==> config.mk <==
export PLATFORM = sky130hd
export DESIGN_NAME = rlrv_front_flat
export DESIGN_NICKNAME = d
export VERILOG_FILES = /design/src/rtl/rlrv_pkg.sv /design/src/rtl/rlrv_if.sv /design/src/rtl/rlrv_front.sv /design/src/flat_wrapper.sv
export SDC_FILE = /design/constraint.sdc
export NUM_CORES = 2
export LEC_CHECK = 0
export BUFFER_PORTS_ARGS = -buffer_cell sky130_fd_sc_hd__buf_4
export CELL_PAD_IN_SITES_DETAIL_PLACEMENT = 0
export CELL_PAD_IN_SITES_GLOBAL_PLACEMENT = 2
export CORE_MARGIN = 3
export CORE_UTILIZATION = 43
export DETAILED_ROUTE_END_ITERATION = 16
export PLACE_DENSITY = 0.91
export SYNTH_ARGS = -nofsm -noshare
export SYNTH_HDL_FRONTEND = slang
export SYNTH_SLANG_ARGS = --single-unit
==> constraint.sdc <==
create_clock -name clk -period 11.7 [get_ports clk]
set_input_delay 0 -clock clk [delete_from_list [all_inputs] [get_ports clk]]
set_output_delay 0 -clock clk [all_outputs]
set_load 0.05 [all_outputs]
==> src/rtl/rlrv_pkg.sv <==
package rlrv_pkg;

    localparam int TIME_W      = 63;
    localparam int PRICE_W     = 32;
    localparam int RET_W       = 32;
    localparam int VOL_W       = 32;
    localparam int CFG_W       = 32;
    localparam int CFG_IDX_W   = 8;
    localparam int FRAC_W      = 30;
    localparam int LOG_W       = FRAC_W + 5;
    localparam int SQ_W        = 64;
    localparam int FRAC_ROUNDS = 30;
    localparam int SQ_SHIFT    = 12;
    localparam int VAR_SHIFT   = 8;

    localparam logic [27:0] LN2_Q28 = 28'd186065279;

    localparam logic [CFG_IDX_W-1:0] CFG_WINDOW   = 8'd0;
    localparam logic [CFG_IDX_W-1:0] CFG_SIDEWAYS = 8'd1;
    localparam logic [CFG_IDX_W-1:0] CFG_TRENDING = 8'd2;
    localparam logic [CFG_IDX_W-1:0] CFG_VOLATILE = 8'd3;

    localparam logic [CFG_W-1:0] WINDOW_RESET   = 32'd60000000;
    localparam logic [CFG_W-1:0] SIDEWAYS_RESET = 32'd16777;
    localparam logic [CFG_W-1:0] TRENDING_RESET = 32'd50332;
    localparam logic [CFG_W-1:0] VOLATILE_RESET = 32'd167772;

    typedef enum logic [1:0] {
        REGIME_SIDEWAYS,
        REGIME_TRENDING,
        REGIME_VOLATILE,
        REGIME_SPIKE
    } regime_t;

    typedef enum logic [1:0] {
        JOB_HOLD,
        JOB_FIRST,
        JOB_PUSH
    } job_kind_t;

    typedef struct packed {
        job_kind_t          kind;
        logic [TIME_W-1:0]  stamp;
        logic [RET_W-1:0]   ret;
    } job_t;

    typedef struct packed {
        logic [TIME_W-1:0]  stamp;
        logic [RET_W-1:0]   ret;
    } entry_t;

    typedef struct packed {
        logic [CFG_W-1:0] window_us;
        logic [CFG_W-1:0] threshold_sideways;
        logic [CFG_W-1:0] threshold_trending;
        logic [CFG_W-1:0] threshold_volatile;
    } cfg_t;

endpackage

==> src/rtl/rlrv_if.sv <==
interface rlrv_sample_if import rlrv_pkg::*; ();
    logic                valid;
    logic                ready;
    logic [TIME_W-1:0]   sample_time;
    logic [PRICE_W-1:0]  sample_price;

    modport source (output valid, output sample_time, output sample_price, input ready);
    modport sink   (input valid, input sample_time, input sample_price, output ready);
endinterface


==> src/rtl/rlrv_front.sv <==
module rlrv_front import rlrv_pkg::*; (
    input  logic           clk,
    input  logic           rst_n,
    rlrv_sample_if.sink    sample,
    output job_t           job,
    output logic           job_push,
    input  logic           job_full
);

    typedef enum logic [2:0] {
        F_IDLE,
        F_NORM,
        F_LOG,
        F_DIFF,
        F_MUL,
        F_PUSH
    } state_t;

    state_t              state_reg;
    job_kind_t           kind_reg;
    logic [TIME_W-1:0]   time_reg;
    logic [PRICE_W-1:0]  price_reg;
    logic [31:0]         m_reg;
    logic [4:0]          p_reg;
    logic [FRAC_W-1:0]   frac_reg;
    logic [4:0]          round_reg;
    logic [LOG_W-1:0]    prev_log_reg;
    logic                prev_valid_reg;
    logic [LOG_W-1:0]    d_reg;
    logic                neg_reg;
    logic [RET_W-1:0]    ret_reg;

    logic [4:0]          p_find;
    logic [63:0]         m_sq;
    logic [32:0]         m_scaled;
    logic [31:0]         m_next;
    logic                frac_bit;
    logic [LOG_W-1:0]    cur_log;
    logic                log_neg;
    logic [LOG_W-1:0]    log_diff;
    logic [63:0]         ln_prod;
    logic [30:0]         ret_mag;

    always_comb
    begin
        p_find = '0;
        for (int i = 0; i < PRICE_W; i++)
        begin
            if (price_reg[i])
            begin
                p_find = 5'(i);
            end
        end
    end

    // One squaring round of the mantissa yields one fraction bit of log2.
    assign m_sq     = 64'(m_reg) * 64'(m_reg);
    assign m_scaled = m_sq[63:31];
    assign frac_bit = m_scaled[32];
    assign m_next   = frac_bit ? m_scaled[32:1] : m_scaled[31:0];

    assign cur_log  = {p_reg, frac_reg};
    assign log_neg  = (cur_log < prev_log_reg);
    assign log_diff = log_neg ? (prev_log_reg - cur_log) : (cur_log - prev_log_reg);

    assign ln_prod  = 64'(d_reg) * 64'(LN2_Q28) + 64'h8000_0000;
    assign ret_mag  = ln_prod[62:32];

    assign sample.ready = (state_reg == F_IDLE);
    assign job_push     = (state_reg == F_PUSH) && !job_full;
    assign job.kind     = kind_reg;
    assign job.stamp    = time_reg;
    assign job.ret      = ret_reg;

    always_ff @(posedge clk or negedge rst_n)
    begin
        if (!rst_n)
        begin
            state_reg      <= F_IDLE;
            kind_reg       <= JOB_HOLD;
            prev_valid_reg <= 1'b0;
            round_reg      <= '0;
        end
        else
        begin
            case (state_reg)
                F_IDLE:
                begin
                    if (sample.valid)
                    begin
                        time_reg  <= sample.sample_time;
                        price_reg <= sample.sample_price;
                        if (sample.sample_price == '0)
                        begin
                            kind_reg  <= JOB_HOLD;
                            state_reg <= F_PUSH;
                        end
                        else
                        begin
                            state_reg <= F_NORM;
                        end
                    end
                end
                F_NORM:
                begin
                    m_reg     <= price_reg << (5'd31 - p_find);
                    p_reg     <= p_find;
                    frac_reg  <= '0;
                    round_reg <= '0;
                    state_reg <= F_LOG;
                end
                F_LOG:
                begin
                    m_reg     <= m_next;
                    frac_reg  <= {frac_reg[FRAC_W-2:0], frac_bit};
                    round_reg <= round_reg + 1'b1;
                    if (round_reg == 5'(FRAC_ROUNDS - 1))
                    begin
                        if (prev_valid_reg)
                        begin
                            state_reg <= F_DIFF;
                        end
                        else
                        begin
                            kind_reg  <= JOB_FIRST;
                            state_reg <= F_PUSH;
                        end
                    end
                end
                F_DIFF:
                begin
                    d_reg     <= log_diff;
                    neg_reg   <= log_neg;
                    state_reg <= F_MUL;
                end
                F_MUL:
                begin
                    ret_reg   <= neg_reg ? (32'd0 - {1'b0, ret_mag}) : {1'b0, ret_mag};
                    kind_reg  <= JOB_PUSH;
                    state_reg <= F_PUSH;
                end
                F_PUSH:
                begin
                    if (!job_full)
                    begin
                        if (kind_reg != JOB_HOLD)
                        begin
                            prev_log_reg   <= cur_log;
                            prev_valid_reg <= 1'b1;
                        end
                        state_reg <= F_IDLE;
                    end
                end
                default:
                begin
                    state_reg <= F_IDLE;
                end
            endcase
        end
    end

endmodule

==> src/flat_wrapper.sv <==
// flat-port wrapper written by rule: the top's interface ports become plain ports
module rlrv_front_flat import rlrv_pkg::*;
  (clk, rst_n, job, job_push, job_full, sample_valid, sample_sample_time, sample_sample_price, sample_ready);
  rlrv_sample_if sample_i ();
  input  logic clk;
  input  logic rst_n;
  output job_t job;
  output logic job_push;
  input  logic job_full;
  input wire logic [$bits(sample_i.valid)-1:0] sample_valid;
  input wire logic [$bits(sample_i.sample_time)-1:0] sample_sample_time;
  input wire logic [$bits(sample_i.sample_price)-1:0] sample_sample_price;
  output wire logic [$bits(sample_i.ready)-1:0] sample_ready;
  assign sample_i.valid = sample_valid;
  assign sample_i.sample_time = sample_sample_time;
  assign sample_i.sample_price = sample_sample_price;
  assign sample_ready = sample_i.ready;
  rlrv_front u_core (.clk(clk), .rst_n(rst_n), .sample(sample_i), .job(job), .job_push(job_push), .job_full(job_full));
endmodule
# == After elaboration in Yosys (flattened, before gate mapping) ==
# Index checks and enable logic that the tools add are counted.
# word_totals
regBits,276
input_bits,99
output_inout_bits,99
elab_cells,100
# op_classes
n_addsub,6
mul,2
magnitude_cmp,1
eq_ne,11
shifts,1
mux,48
n_bitwise,1
n_reduce_logical,16
# ops
operator,count
two-way mux 5 bit,30
subtractor 35 bit,2
multiplier 32 x 32 -> 64 bit,1
case mux 32 bit (2 select lines),1
"adder 63 x 32 -> 63 bit, second input constant",1
"multiplier 35 x 28 -> 63 bit, second input constant",1
case mux 30 bit (2 select lines),1
< comparator 35 bit,1
two-way mux 35 bit,1
logical NOT 32 bit,1
two-way mux 32 bit,1
<< shifter 32 x 5 -> 32 bit,1
"subtractor 1 x 31 -> 32 bit, first input constant",1
two-way mux 31 bit,1
case mux 3 bit (6 select lines),1
two-way mux 3 bit,5
case mux 5 bit (2 select lines),1
AND reduction 3 bit,3
two-way mux 2 bit,4
AND reduction 2 bit,4
"== test 3 x 2 -> 1 bit, second input constant",2
"== test 3 bit, second input constant",2
"!= test 2 bit, second input constant",3
case mux 2 bit (3 select lines),1
other kinds (14),16

# == Logic depth before layout (Yosys ltp) ==
# logic_depth
depth_word,34
depth_mapped,34

# == Worst setup path after synthesis ==
# OpenSTA, ideal clock, no wires.
# synth_timing
path_kind,reg-to-reg
from,register u_core.m_reg[10]
to,"register u_core.m_reg[16], data pin"
t_arrival_ns,8.100
required_time_ns,11.418
setup_slack_ns,3.318
path_stages_with_launch,32
n_path_buf,3
path_cell_list,edfxtp_1 > clkbuf_1 > clkbuf_1 > nand2_1 > fa_1 > fa_1 > inv_1 > fa_1 > inv_1 > fa_1 > inv_1 > fa_1 > fa_1 > inv_1 > fa_1 > fa_1 > inv_1 > ha_1 > a21o_1 > a21o_1 > a21oi_1 > o21ai_0 > a211oi_1 > a21boi_1 > o21ai_0 > a21oi_1 > a41o_1 > a21oi_1 > xor2_1 > buf_2 > mux2i_1 > o311ai_0
# synth_via
elab_chain_cells,3
# synth_lines
item,line,rtl
from (decl),rlrv_front.sv:23,logic [31:0] m_reg;
from (signal assigned),rlrv_front.sv:106,m_reg <= price_reg << (5'd31 - p_find);
from (signal assigned),rlrv_front.sv:114,m_reg <= m_next;
multiplier 32 x 32 -> 64 bit,rlrv_front.sv:57,assign m_sq = 64'(m_reg) * 64'(m_reg);
two-way mux 32 bit,rlrv_front.sv:60,assign m_next = frac_bit ? m_scaled[32:1] : m_scaled[31:0];
case mux 32 bit (2 select lines),rlrv_front.sv:86,case (state_reg)
# Every way passes these cells.
# A chain may end at the register's enable or synchronous reset.

# == Worst setup path in the final report ==
# layout_timing
from,register u_core.m_reg[6]
to,"register u_core.m_reg[16], data pin"
# Same word-level chain as after synthesis.

==> impl_metrics.json <==
{
  "final_cell_mix": "inv_1 (1590), fa_1 (1182), ha_1 (718)",
  "dr_total_vias": 41200,
  "cts_sinks": 276,
  "cp_slowest_cell": "fa_1",
  "grtUsageTotal_pct": 23.0,
  "arrival_ps": 10210,
  "slew_headroom_pct": 30.5,
  "drt_wl_total_mm": 161,
  "grt_max_degree": 63,
  "yosys_register_bits": 276,
  "syn_area_per_cell_um2": 9.96,
  "crit_type": "reg2reg",
  "wl_met1_mm": 69.3,
  "hpwl_mm": 134,
  "drive_above_1_share_pct": 6.10,
  "async_flop_share_pct": 3.99,
  "die-area_um2": 144000,
  "grt_overflow": 0,
  "clkTransAtPathRegs_ps": 80,
  "antenna_found_initial": 0,
  "initial_utilization_pct": 43.4,
  "core_um2": 138000,
  "cp_common_cell": "fa_1",
  "syn_inst": 6008,
  "synth_top_area_share_pct": 39.5,
  "outcome": "finished clean",
  "vias_per_cell": 5.12,
  "top_layer_used": "met4",
  "nets": 8222,
  "cts_buffer_depth": 3,
  "synth.area.top_cells": "fa_1 (40%), ha_1 (15%), edfxtp_1 (13%)",
  "grt_pass1_wl_mm": 257,
  "dr_wl_met2_mm": 79.1,
  "synthDistinctLibCells": 104,
  "end_kind": "flip-flop",
  "hold-worst-slack_ps": 96.2,
  "grt_pass1_vias": 45500,
  "tns_ps": 0,
  "cts_tree": "built",
  "crit_fanout": 38,
  "synth_edf_count": 265,
  "crit_required_ps": 12030,
  "fin_cells": 8043,
  "dieHeight_um": 379,
  "fp-row-count": 136,
  "synth_fp_nets": 8007,
  "wl_per_cell_um": 20.0,
  "worstMarginPinSlew_ps": 1040,
  "drcViolationCount": 0,
  "firstDrtPassIters": 5,
  "clock_latency_ps": 630,
  "postCtsSetupBuffers": 0,
  "numCtsBuffers": 31,
  "hold_path.class": "in2reg",
  "placedCellCount": 7884,
  "largest_reg_flops": 63,
  "slew_violations": 0,
  "place_congestion": 0.952,
  "max_stage_delay_ps": 590,
  "cts_max_level": 1,
  "skew_ps": 17.6,
  "final_util_pct": 47.6,
  "area_growth_pct": 9.60,
  "synth_top_area_cell": "fa_1",
  "drtIter0Drc": 2077,
  "finalCritPeriodShare_pct": 84.5,
  "fin_crit_ps": 9880,
  "cp-start-kind": "flip-flop",
  "ant_nets": 0,
  "yosysWarnings": 0,
  "die_w_um": 379,
  "drv_cap": 0,
  "synth_area_um2": 59900,
  "grt_setup_unrepaired": "false",
  "final_common_cell": "inv_1",
  "ys.flop_type": "edfxtp_1",
  "fmax_ghz": 0.101,
  "wl_met3_mm": 7.43,
  "hold_viol": 0,
  "ys_seq_area_share_pct": 13.8,
  "finalSetupViolations": 0,
  "clockRootBuffer": "clkbuf_16",
  "port_buffers": 197,
  "ioPinCount": 198
}
[cell families (layout without fill, tap and decap cells)]
kind of cell               after synthesis  count (layout)  share of synthesized area (%)
xor gates and xnor gates               132             132                           1.94
and+or+nand+nor                       1123            1123                           9.00
adders and majority gates             1900            1900                           54.5
AOI/OAI and AO/OA                      695             695                           7.78
other                                    0               1                              0
DFF                                    276             276                           13.8
muxes                                  109             109                           1.84
buffers and inverters                 1773            2013                           11.1
[repair_timing]
item                                   in CTS  in global routing
gates resized for setup                     0                  0
hold buffers                              100                  0
endpoints found under the hold margin     115                  0
[layer usage]
| metal | vias to the layer above | global-route usage (%) |
|---|---|---|
| li1 | 19100 | - |
| met1 | 20800 | 30.6 |
| met2 | 1032 | 40.0 |
| met3 | 229 | 2.35 |
| met4 | 0 | 6.48 |
| met5 | - | 0 |
[worst max-delay path: cells and delay by family (launching register included)]
family,cells,cell delay [ps]
AO/OA/AOI/OAI,10,2570
XOR/XNOR,1,460
adder cells (fa/ha/maj),9,4230
buffers and inverters,5,1260
flip-flops,1,320
multiplexers,1,200
AND/OR/NAND/NOR,2,510
[cell usage after synthesis (26+ instances only)]
cell,count
nor3_1,41
xnor2_1,89
nand4_1,33
ha_1,718
xor2_1,42
o21ai_0,125
nor2_1,225
clkbuf_1,156
nand2_1,419
fa_1,1182
and2_1,197
a21o_1,89
mux2i_1,102
inv_1,1590
edfxtp_1,265
a21oi_1,196
nor2b_1,33
nand2b_1,26
o211ai_1,28
nand3_1,49
[per-stage QoR]
stage / setup WS, ps / area (um2)
floorplan: 3320 / 59900
finish: 1820 / 65600
CTS: 1890 / 65600
global placement: 2150 / 63400
global route: 1330 / 65600
detailed placement: 1950 / 63400
[cell type report]
| class | count | area, um2 |
|---|---|---|
| multi-input cells | 3959 | 45000 |
| clock inverters | 19 | 308 |
| fillers | 13000 | 72200 |
| well taps | 1794 | 2240 |
| inverters | 1600 | 6010 |
| clock buffers | 39 | 856 |
| flip-flops and latches | 276 | 8230 |
| repair buffers | 355 | 2930 |
| diodes | 1 | 2.50 |
[path summary, 6_finish.rpt]
| check | slack [ps] | end | start | cells after the start |
|---|---|---|---|---|
| max in group asynchronous | 10800 | u_core.round_reg[4] | rst_n | 3 |
| worst max register to register | 1820 | u_core.m_reg[16] | u_core.m_reg[6] | 28 |
| worst min-delay path | 100 | u_core.time_reg[43] | sample_sample_time[43] | 2 |
| worst min register to register | 480 | u_core.prev_log_reg[3] | u_core.frac_reg[3] | 0 |
| min in group asynchronous | 510 | u_core.kind_reg[0] | rst_n | 3 |
| worst max-delay path | 1820 | u_core.m_reg[16] | u_core.m_reg[6] | 28 |
Power is left out: the tool's default activity adds up to more than one toggle a clock period on the data nets, which glitch-free logic cannot reach.
