[config.mk]
export PLATFORM = sky130hd
export DESIGN_NAME = rlrv_fifo
export DESIGN_NICKNAME = d
export VERILOG_FILES = /design/src/rtl/rlrv_pkg.sv /design/src/rtl/rlrv_fifo.sv
export SDC_FILE = /design/constraint.sdc
export NUM_CORES = 1
export LEC_CHECK = 0
export BUFFER_PORTS_ARGS = -buffer_cell sky130_fd_sc_hd__buf_2
export CORE_MARGIN = 2
export CORE_UTILIZATION = 25
export DETAILED_ROUTE_END_ITERATION = 7
export PLACE_DENSITY_LB_ADDON = 0.12
export SLEW_MARGIN = 20
export SYNTH_ARGS = -nofsm -noshare
export SYNTH_HDL_FRONTEND = slang
export SYNTH_SLANG_ARGS = --single-unit
[constraint.sdc]
create_clock -name clk -period 7.8 [get_ports clk]
set_clock_uncertainty 0.2 [all_clocks]
set_input_delay 0.78 -clock clk [delete_from_list [all_inputs] [get_ports clk]]
set_output_delay 0.78 -clock clk [all_outputs]
set_load 0.02 [all_outputs]
[src/rtl/rlrv_pkg.sv]
package rlrv_pkg;

    localparam int TIME_W      = 63;
    localparam int PRICE_W     = 32;
    localparam int RET_W       = 32;
    localparam int VOL_W       = 32;
    localparam int CFG_W       = 32;
    localparam int CFG_IDX_W   = 8;
    localparam int FRAC_W      = 30;
    localparam int LOG_W       = FRAC_W + 5;
    localparam int SQ_W        = 64;
    localparam int FRAC_ROUNDS = 30;
    localparam int SQ_SHIFT    = 12;
    localparam int VAR_SHIFT   = 8;

    localparam logic [27:0] LN2_Q28 = 28'd186065279;

    localparam logic [CFG_IDX_W-1:0] CFG_WINDOW   = 8'd0;
    localparam logic [CFG_IDX_W-1:0] CFG_SIDEWAYS = 8'd1;
    localparam logic [CFG_IDX_W-1:0] CFG_TRENDING = 8'd2;
    localparam logic [CFG_IDX_W-1:0] CFG_VOLATILE = 8'd3;

    localparam logic [CFG_W-1:0] WINDOW_RESET   = 32'd60000000;
    localparam logic [CFG_W-1:0] SIDEWAYS_RESET = 32'd16777;
    localparam logic [CFG_W-1:0] TRENDING_RESET = 32'd50332;
    localparam logic [CFG_W-1:0] VOLATILE_RESET = 32'd167772;

    typedef enum logic [1:0] {
        REGIME_SIDEWAYS,
        REGIME_TRENDING,
        REGIME_VOLATILE,
        REGIME_SPIKE
    } regime_t;

    typedef enum logic [1:0] {
        JOB_HOLD,
        JOB_FIRST,
        JOB_PUSH
    } job_kind_t;

    typedef struct packed {
        job_kind_t          kind;
        logic [TIME_W-1:0]  stamp;
        logic [RET_W-1:0]   ret;
    } job_t;

    typedef struct packed {
        logic [TIME_W-1:0]  stamp;
        logic [RET_W-1:0]   ret;
    } entry_t;

    typedef struct packed {
        logic [CFG_W-1:0] window_us;
        logic [CFG_W-1:0] threshold_sideways;
        logic [CFG_W-1:0] threshold_trending;
        logic [CFG_W-1:0] threshold_volatile;
    } cfg_t;

endpackage

[src/rtl/rlrv_fifo.sv]
module rlrv_fifo import rlrv_pkg::*; (
    input  logic  clk,
    input  logic  rst_n,
    input  logic  push,
    input  job_t  wdata,
    output logic  full,
    input  logic  pop,
    output job_t  rdata,
    output logic  empty
);

    localparam int DEPTH = 2;
    localparam int PW    = $clog2(DEPTH);

    job_t            mem_reg [DEPTH];
    logic [PW-1:0]   wr_ptr_reg;
    logic [PW-1:0]   rd_ptr_reg;
    logic [PW:0]     count_reg;

    assign full  = (count_reg == (PW+1)'(DEPTH));
    assign empty = (count_reg == '0);
    assign rdata = mem_reg[rd_ptr_reg];

    always_ff @(posedge clk)
    begin
        if (push && !full)
        begin
            mem_reg[wr_ptr_reg] <= wdata;
        end
    end

    always_ff @(posedge clk or negedge rst_n)
    begin
        if (!rst_n)
        begin
            wr_ptr_reg <= '0;
            rd_ptr_reg <= '0;
            count_reg  <= '0;
        end
        else
        begin
            if (push && !full)
            begin
                wr_ptr_reg <= wr_ptr_reg + 1'b1;
            end
            if (pop && !empty)
            begin
                rd_ptr_reg <= rd_ptr_reg + 1'b1;
            end
            if ((push && !full) && !(pop && !empty))
            begin
                count_reg <= count_reg + 1'b1;
            end
            else if (!(push && !full) && (pop && !empty))
            begin
                count_reg <= count_reg - 1'b1;
            end
        end
    end

endmodule

After elaboration in Yosys (flattened, before gate mapping)
Memories as Yosys holds them, arrays and structs flattened.
Cells that the tools add are included.
Widths: inputs -> output; s select.
Word-level totals
  flip-flop bits (word level): 4
  bits in writable memories: 194
  bits of input ports: 101
  output and inout port bits: 99
  word-level logic and storage cells: 23
  memories: 1
Cells by class
  add/subtract/negate cells: 4
  equality and inequality tests: 1
  muxes and demuxes: 4
  reductions and logical operators: 10
Memory list
  mem_reg: depth 2, bits a word 97, rd ports 1, clocked after memory_dff 0, write ports 1, line rlrv_fifo.sv:15  | job_t mem_reg [DEPTH];
Operator list (count)
  $logic_and 1x1->1: 4
  $logic_not 1->1: 4
  $mux 2: 2
  $add 1x1->1 const B: 2
  $add 2x1->2 const B: 1
  $eq 2x2->1 const B: 1
  $logic_not 2->1: 1
  $mux 1: 2
  $reduce_bool 2->1: 1
  $sub 2x1->2 const B: 1

Logic depth before layout (Yosys ltp)
Gate-level depths: netlist of the first run.
  depth after elaboration: 7
  depth in mapped cells: 7
  depth with buffers taken out: 7

Least setup slack after synthesis of the first run
Ideal clock, no wire load.
  kind: input to register
  from: input push
  to: memory mem_reg[0][0] (netlist name) (enable)
  library setup time: 0.553 ns
  arrival: 4.907 ns
  required time: 7.047 ns
  setup slack: 2.139 ns
  cell stages on the path: 2
  path buffers: 0
  cell sequence: nand2_1 > nor2_1
On the way
  cells in the longest elaborated chain, start to end: 3
RTL lines
  from (decl): line rlrv_fifo.sv:4  | input logic push,
  $logic_and 1x1->1: line rlrv_fifo.sv:26  | if (push && !full)
  $mux 1: line rlrv_fifo.sv:26
  $mux 1 (not written as such): line rlrv_fifo.sv:28  | mem_reg[wr_ptr_reg] <= wdata;
  to (decl): line rlrv_fifo.sv:15
Every way passes these cells.

==> results of run 1 <==
[worst max-delay path by stage]
stage	cells after the start	end	from	slack [ns]
after floorplan	2	mem_reg[0][0]$_DFFE_PP_	push	2.14
after global placement	3	rdata[85]	rd_ptr_reg$_DFFE_PN0P_	4.52
after detailed placement	3	rdata[85]	rd_ptr_reg$_DFFE_PN0P_	4.47
after CTS	3	rdata[85]	rd_ptr_reg$_DFFE_PN0P_	4.00
after global routing	3	rdata[85]	rd_ptr_reg$_DFFE_PN0P_	3.89
final	3	rdata[85]	rd_ptr_reg$_DFFE_PN0P_	4.09
[cell usage after synthesis (all sizes together)]
| cell type | n | share of area |
|---|---|---|
| nor2 | 3 | 0.0015 |
| mux2 | 97 | 0.16 |
| xnor2 | 3 | 0.0036 |
| nand2b | 1 | 0.00086 |
| edfxtp | 194 | 0.80 |
| xor2 | 2 | 0.0024 |
| o21ai | 1 | 0.00069 |
| dfrtp | 4 | 0.014 |
| ha | 1 | 0.0017 |
| buf | 11 | 0.011 |
| and3 | 1 | 0.00086 |
| inv | 2 | 0.0010 |
| nand2 | 1 | 0.00052 |
[worst register-to-register path: stages (launching register included)]
cell and delay (ns):
dfrtp_1 0.44, nand2b_1 0.18, and3_4 0.53, buf_4 0.90
[power groups by stage]
stage / Sequential, mW / Combinational (mW) / Clock, mW
global route: 1.59 / 1.25 / 0.918
CTS: 1.56 / 1.20 / 0.878
floorplan: 1.55 / 0.865 / 0
finish: 1.56 / 1.16 / 0.840
global placement: 1.58 / 1.19 / 0
detailed placement: 1.59 / 1.19 / 0
[final cells by class]
class                      instances  area (sq um)
multi-input combinational        110          1269
clock inverter                    15         145.1
sequential                       198          5929
tap                              384         480.5
timing repair buffer             204          1036
antenna                            2         5.005
clock buffer                      17         425.4
fill                            2853         19400
inverter                           2         7.507
[stage by stage]
step / std cells / power, mW / cell area [sq um] / worst slack, ns / hold slack (ns)
2_1_floorplan: 321 / 2.410 / 7269 / 2.139 / 0.2604
3_3_place_gp: 897 / 2.765 / 8712 / 4.519 / 0.3055
3_5_place_dp: 897 / 2.781 / 8712 / 4.473 / 0.3373
4_1_cts: 930 / 3.639 / 9293 / 3.999 / 0.3130
5_1_grt: 930 / 3.757 / 9293 / 3.892 / 0.3138
6_report: 932 / 3.561 / 9298 / 4.091 / 0.3421
[logic make-up (layout without fill, tap and decap cells)]
family	count (synthesis)	after routing
AOI/OAI and AO/OA	1	1
buffers and inverters	13	238
and+or+nand+nor	6	6
muxes	97	97
adders and majority gates	1	1
other	0	2
xor gates and xnor gates	5	5
DFF	198	198
[layer usage]
layer | up-vias | global-route usage | part of all wire
li1 | 1697 | - | -
met1 | 1829 | 0.1251 | 0.44
met2 | 117 | 0.1673 | 0.48
met3 | 9 | 0.02975 | 0.060
met4 | 0 | 0.03958 | 0.013
met5 | - | 0 | 0
==> qor.yml, run 1 <==
outcome: "complete, no violations"
ant_nets: 0
drive_gt1_frac: 0.6136
die_x_microns: 174.5
switchingPower_mw: 1.214
syn_inst: 321
synth_top_family_by_area: "multiplexers"
synth_xor_area_frac: 0.006024
cp.arrival_ns: 2.73
clock-sinks: 198
seqPwrFrac: 0.437
slowest_delay_ns: 0.82
cts_buffer_depth: 2
p_comb_frac: 0.327
hold_depth: 1
synth_cell_types: 15
ys_warn_count: 0
yosys-mux-area-fraction: 0.1606
pwr-share-clk: 0.236
core-area_sq_mm: 0.02870
tightest_slew_ns: 0.9804
drt_pass1_iterations: 4
numCtsBuffers: 17
whs_endpoint: "mem_reg[0][72]$_DFFE_PP_"
route.detailed.drc: 0
first_global_vias: 4020
setup_violations: 0
p_sw_frac: 0.3410
grt_setup_unrepaired: "false"
ys_ff_latch: 198
worstPathMaxFanout: 57
hpwl_mm: 9.729
slew_violations: 0
cp.required_ns: 6.82
path_class: "flop to primary output"
hp-start: "wdata[72]"
endpoint_kind: "primary output"
layout_min_cycle_time_ns: 3.709
finish.utilization: 0.3239
routabilityCongestion: 0.7026
area_delta_synth_final_pct: 27.90
synth_compound_area_frac: 0.0006885
fmax_mhz: 269.6
cap_violations: 0
finalCritPeriodShare: 0.4755
hold_class: "input port to flop"
wl_per_cell_microns: 16.19
internal-power_mw: 2.346
die_h_microns: 174.5
start_util: 0.2533
final_common_cell: "buf_2"
r2r-start: "count_reg[0]$_DFFE_PN0P_"
antenna_found_initial: 1
final_cell_mix: "buf_2, edfxtp_1, mux2_2"
p_per_area_mw_per_mm2: 383.0
reg2reg_to: "mem_reg[1][84]$_DFFE_PP_"
clkLatencyLatePin_ns: 0.41
grt_pass1_wl_mm: 23.00
ctsHoldBuffers: 1
setup_tns_ns: 0
ff2ff_setup_slack_ns: 5.15
hold_viol: 0
wirelength_mm: 15.09
cts_tree: "done"
overflow: 0
grt_start_max_net_pins: 68
worstRegToRegCells: 3
fin_nets: 635
slew_headroom: 0.3464
ir_worst_vdd_mv: 0.1386
p_leak_nw: 3.450
crit_family: "buffers and inverters"
pin_count: 200
dieArea_sq_mm: 0.03046
syn-mean-instance-area_sq_um: 22.65
portBuffers: 199
post_synth_instance_area_sq_mm: 0.007269
synthAdderAreaFrac: 0.001721
rows: 62
largest_register_ffs: 194
cts_setup_buffers: 0
path_cells: "buf_4, mux2_2, buf_2"
via_per_inst: 3.918
synth_seq_area_share: 0.8151
initialDrtViolationCount: 165
grt_usage: 0.1013
crit_path_start_kind: "flop"
via_count: 3652
crit_slowest_cell: "dfrtp_4"
synthSimpleGateAreaFrac: 0.003787
postCtsResizedCells: 0
syn_nets: 423
path_clk_slew_ns: 0.08
cts-root-buf: "clkbuf_16"
cp.buffers_inverters: 2
cts-htree-levels: 4
Power figures use the tool's default switching activity.
==> run 2: changes to the inputs <==
- clock period: 7.8 -> 3.09 ns (I/O delays scaled with it)
==> run 2 against run 1 <==
Net effect: sequential power grew 150%; clock power grew 150%; combinational power grew to 2.7 times the previous value; count of clock-buffer cells in the layout grew 1; final cell count grew 11%; via count grew 9.6%; core utilization grew 3.6 points; first-iteration DRC count shrank 3.0%.
==> qor.yml, run 2 (synthesis results as in run 1) <==
drive_gt1_frac: 0.5170  # was 0.6136
endpoint_kind: "primary output"  # unchanged
hpwl_mm: 9.710  # was 9.729 mm
setup_violations: 0  # unchanged
die_x_microns: 174.5  # unchanged
grt_usage: 0.09986  # was 0.1013
pin_count: 200  # unchanged
die_h_microns: 174.5  # unchanged
fmax_mhz: 395.3
drt_pass1_iterations: 4  # unchanged
finish.utilization: 0.3601  # was 0.3239
tightest_slew_ns: 0.6410  # was 0.9804 ns
slew_violations: 0  # unchanged
p_per_area_mw_per_mm2: 881.0  # was 383.0 mW/mm^2
path_clk_slew_ns: 0.07  # was 0.08 ns
cp.required_ns: 2.58  # was 6.82 ns
outcome: "complete, no violations"  # unchanged
overflow: 0  # unchanged
clkLatencyLatePin_ns: 0.42  # was 0.41 ns
start_util: 0.2533  # unchanged
final_cell_mix: "buf_2, edfxtp_1, dlygate4sd3_1"  # was buf_2, edfxtp_1, mux2_2
rows: 62  # unchanged
cp-startpoint: "rd_ptr_reg$_DFFE_PN0P_"  # unchanged
via_per_inst: 3.884  # was 3.918
endpoint: "rdata[7]"  # was rdata[85]
cp.arrival_ns: 2.02  # was 2.73 ns
via_count: 4001  # was 3652
hold_depth: 3  # was 1
cts-root-buf: "clkbuf_16"  # unchanged
ant_nets: 0  # unchanged
routabilityCongestion: 0.6992  # was 0.7026
slew_headroom: 0.5727  # was 0.3464
worstRegToRegCells: 3  # unchanged
cts_tree: "done"  # unchanged
wirelength_mm: 15.31  # was 15.09 mm
portBuffers: 199  # unchanged
whs_ns: 0.07588  # was 0.3421 ns
largest_register_ffs: 194  # unchanged
p_leak_nw: 3.890  # was 3.450 nW
ff2ff_setup_slack_ns: 1.08  # was 5.15 ns
path_class: "flop to primary output"  # unchanged
r2r-start: "count_reg[0]$_DFFE_PN0P_"  # unchanged
cts-htree-levels: 4  # unchanged
diodes: 0  # was 2
fin_nets: 737  # was 635
numCtsBuffers: 17  # unchanged
cap_violations: 0  # unchanged
first_global_vias: 4371  # was 4020
multiInputGateArea_sq_mm: 0.001269  # unchanged
route.detailed.drc: 0  # unchanged
cts_buffer_depth: 2  # unchanged
wl_per_cell_microns: 14.86  # was 16.19 microns
dp_slack_ns: 0.9584  # was 4.473 ns
antenna_found_initial: 0  # was 1
setup_tns_ns: 0  # unchanged
grt_setup_unrepaired: "false"  # unchanged
hold_class: "input port to flop"  # unchanged
initialDrtViolationCount: 160  # was 165
grt_pass1_wl_mm: 23.35  # was 23.00 mm
dp.cells: 899  # was 897
finalCritPeriodShare: 0.8187
crit_path_start_kind: "flop"  # unchanged
ir_worst_vdd_mv: 0.4616  # was 0.1386 mV
layout_setup_ws_ns: 0.5603  # was 4.091 ns
grt_start_max_net_pins: 54  # was 68
area_delta_synth_final_pct: 42.17  # was 27.90%
worstPathMaxFanout: 38  # was 57
nFillCells: 2789  # was 2853
hold_viol: 0  # unchanged
instances_no_fill: 1030  # was 932
dieArea_sq_mm: 0.03046  # unchanged
seq_area_sq_mm: 0.005929  # unchanged
layout_min_cycle_time_ns: 2.530
clock-sinks: 198  # unchanged
reg2reg_to: "mem_reg[1][53]$_DFFE_PP_"  # was mem_reg[1][84]$_DFFE_PP_
core-area_sq_mm: 0.02870  # unchanged
final_common_cell: "buf_2"  # unchanged
==> run 2: critical path: stages (launching register included) <==
cell,delay [ns]
dfrtp_4,0.70
buf_12,0.28
mux2_2,0.39
buf_2,0.17
==> run 2: area by class of cell <==
| class | instances | share of cell area |
|---|---|---|
| repair buffers | 306 | 0.2034 |
| inverters | 2 | 0.0007264 |
| well taps | 384 | 0.04649 |
| flip-flops and latches | 198 | 0.5737 |
| clock buffers | 18 | 0.04153 |
| clock inverters | 12 | 0.01138 |
| multi-input cells | 110 | 0.1228 |
==> run 2: worst min-delay path by stage <==
stage	start	end	slack, ns
after floorplan	rst_n	count_reg[0]$_DFFE_PN0P_	-0.19
after global placement	rst_n	count_reg[1]$_DFFE_PN0P_	-0.08
after detailed placement	rst_n	wr_ptr_reg$_DFFE_PN0P_	-0.07
after CTS	push	wr_ptr_reg$_DFFE_PN0P_	0.05
after global routing	push	wr_ptr_reg$_DFFE_PN0P_	0.08
final	push	wr_ptr_reg$_DFFE_PN0P_	0.08
==> run 2: per-stage QoR <==
step | power (mW) | instance area (sq um)
2_1_floorplan | 6.036 | 7278
3_3_place_gp | 7.057 | 8777
3_5_place_dp | 7.088 | 8777
4_1_cts | 9.318 | 10330
5_1_grt | 9.606 | 10330
6_report | 9.105 | 10330
==> run 2: layer usage <==
metal / up-vias / wire length (microns) / GRT usage
met5: - / 0 / 0
met3: 8 / 895 / 0.03456
met4: 0 / 131 / 0.02813
met2: 121 / 7468 / 0.1698
met1: 1979 / 6815 / 0.1202
li1: 1893 / - / -
==> run 2: timing repair <==
action | CTS | global route
buffers inserted | 0 | 0
gates resized for setup | 0 | 0
hold endpoints to repair | 199 | 0
hold buffers | 101 | 0
==> run 2: where the power goes <==
part           internal [mW]  total, mW  switching, mW
Sequential              3.67       3.88          0.210
Combinational           1.32       3.15           1.82
Clock                   1.06       2.08           1.02
==> run 3: changes to the inputs <==
- clock period: 3.09 -> 2.04 ns (I/O delays scaled with it)
==> run 3 against run 2 <==
Net effect: the flow now finishes with violations (negative setup slack); critical path depth unchanged; final cell count rose by 0.58%; first-iteration DRC count rose by 15%; via count increased by 0.67%; sequential power grew 49%; global-route usage is 0.25 points higher; clock power is 58% higher; register-to-register slack worse by 0.82 ns; setup slack worse by 0.67 ns; combinational power up 70%; hold slack improved by 0.22 ns; critical endpoint unchanged; largest cell class unchanged.
==> qor.yml, run 3 (synthesis results as in run 1) <==
via_count: 4028  # was 4001
ir_worst_vdd_mv: 0.5479  # was 0.4616 mV
hp-start: "wdata[28]"  # was push
pin_count: 200  # unchanged
layout_min_cycle_time_ns: 2.149
final_area_sq_mm: 0.01061  # was 0.01033 sq mm
drt_pass1_iterations: 4  # unchanged
drive_gt1_frac: 0.5245  # was 0.5170
switchingPower_mw: 4.822  # was 3.057 mW
report.power.total_mw: 14.42  # was 9.105 mW
p_per_area_mw_per_mm2: 1359  # was 881.0 mW/mm^2
slew_headroom: 0.6899  # was 0.5727
cp.required_ns: 1.64  # was 2.58 ns
pwr-share-clk: 0.228  # about the same
setup_violations: 88  # was 0
grt_setup_unrepaired: "true"  # was false
cts-root-buf: "clkbuf_16"  # unchanged
finish.utilization: 0.3698  # was 0.3601
placed_area_sq_mm: 0.008832  # was 0.008777 sq mm
antenna_found_initial: 0  # unchanged
initialDrtViolationCount: 184  # was 160
whs_ns: 0.2956  # was 0.07588 ns
seqPwrFrac: 0.402  # was 0.426
overflow: 0  # unchanged
tightest_slew_ns: 0.4603  # was 0.6410 ns
cap_violations: 0  # unchanged
area_delta_synth_final_pct: 46.01  # was 42.17%
rows: 62  # unchanged
ant_nets: 0  # unchanged
wl_per_cell_microns: 14.78  # was 14.86 microns
hpwl_mm: 9.673  # was 9.710 mm
cp-startpoint: "rd_ptr_reg$_DFFE_PN0P_"  # unchanged
instances_no_fill: 1036  # was 1030
hold_viol: 0  # unchanged
portBuffers: 199  # unchanged
route.detailed.drc: 0  # unchanged
cts_tree: "done"  # unchanged
path_clk_slew_ns: 0.08  # was 0.07 ns
grt_usage: 0.1024  # was 0.09986
numCtsBuffers: 17  # unchanged
dieArea_sq_mm: 0.03046  # unchanged
layout_setup_ws_ns: -0.1087  # was 0.5603 ns
crit_path_start_kind: "flop"  # unchanged
routabilityCongestion: 0.6892  # was 0.6992
final_common_cell: "edfxtp_1"  # was buf_2
finalCritPeriodShare: 1.053
dp.cells: 901  # was 899
die_h_microns: 174.5  # unchanged
p_sw_frac: 0.3344  # was 0.3358
r2r-start: "count_reg[0]$_DFFE_PN0P_"  # unchanged
start_util: 0.2533  # unchanged
cts-htree-levels: 4  # unchanged
internal-power_mw: 9.599  # was 6.047 mW
cp.arrival_ns: 1.74  # was 2.02 ns
fin_nets: 741  # was 737
die_x_microns: 174.5  # unchanged
path_class: "flop to primary output"  # unchanged
final_cell_mix: "edfxtp_1, buf_2, dlygate4sd3_1"  # was buf_2, edfxtp_1, dlygate4sd3_1
clkLatencyLatePin_ns: 0.42  # about the same
first_global_vias: 4537  # was 4371
clock-sinks: 198  # unchanged
outcome: "finished with violations"  # was complete, no violations
p_leak_nw: 4.013  # was 3.890 nW
hold_class: "input port to flop"  # unchanged
endpoint_kind: "primary output"  # unchanged
nFillCells: 2763  # was 2789
worstPathMaxFanout: 39  # was 38
diodes: 0  # unchanged
largest_register_ffs: 194  # unchanged
core-area_sq_mm: 0.02870  # unchanged
wirelength_mm: 15.31  # about the same
p_comb_frac: 0.370  # was 0.346
fmax_mhz: 465.4
slew_violations: 0  # unchanged
grt_pass1_wl_mm: 23.90  # was 23.35 mm
cts_buffer_depth: 2  # unchanged
via_per_inst: 3.888  # was 3.884
grt_start_max_net_pins: 60  # was 54
violations: "negative setup slack"
## run 3: cell count changes in the layout (fill, tap and decap cells not counted), sizes merged
cell	before	now
clkinv	7	4
clkinvlp	0	2
inv	7	10
buf	205	209
## run 3: metrics by stage
step	TNS [ns]	setup slack, ns
global placement	0	0.2417
detailed placement	0	0.2058
floorplan	-101.18	-0.6381
finish	-5.592	-0.1087
global route	-12.88	-0.1830
CTS	-9.243	-0.1513
## run 3: power by group through the flow
stage	logic, mW	clock network (mW)	registers, mW
6_report	5.34	3.29	5.79
5_1_grt	5.72	3.60	5.89
4_1_cts	5.43	3.44	5.81
3_5_place_dp	4.89	0	5.92
3_3_place_gp	4.89	0	5.89
2_1_floorplan	3.33	0	5.83
## run 3: routing by layer
metal | vias up | track usage | wire length, microns
met5 | - | 0 | 0
met4 | 0 | 0.03438 | 181
met3 | 13 | 0.03303 | 828
met2 | 117 | 0.1731 | 7542
met1 | 1989 | 0.1235 | 6755
li1 | 1909 | - | -
## run 3: what timing repair did
action	in CTS	in global routing
buffers inserted	2	0
resized for setup	44	7
pin swaps	0	0
setup endpoints to repair	92	96
endpoints found under the hold margin	200	0
hold buffers	101	0
## run 3: final timing paths
kind	end	slack, ns	cells after the start
worst min register to register	count_reg[0]$_DFFE_PN0P_	0.36	1
min in group asynchronous	count_reg[1]$_DFFE_PN0P_	0.51	3
max in group asynchronous	rd_ptr_reg$_DFFE_PN0P_	0.91	3
worst min-delay path	mem_reg[0][28]$_DFFE_PP_	0.30	2
worst max register to register	count_reg[1]$_DFFE_PN0P_	0.26	5
worst max-delay path	rdata[7]	-0.11	3
## run 3: area by class of cell
cell class	instances	area, sq um	share of cell area
Multi-Input combinational cell	110	1306	0.1231
Timing Repair Buffer	310	2308	0.2175
Inverter	2	7.507	0.0007073
Sequential cell	198	5929	0.5586
Clock inverter	14	152.6	0.01438
Tap cell	384	480.5	0.04527
Clock buffer	18	429.2	0.04043
## run 3: critical path, cell delays in order, from the launching register on
cell	delay (ns)
dfrtp_4	0.49
buf_16	0.23
mux2_2	0.39
buf_2	0.16
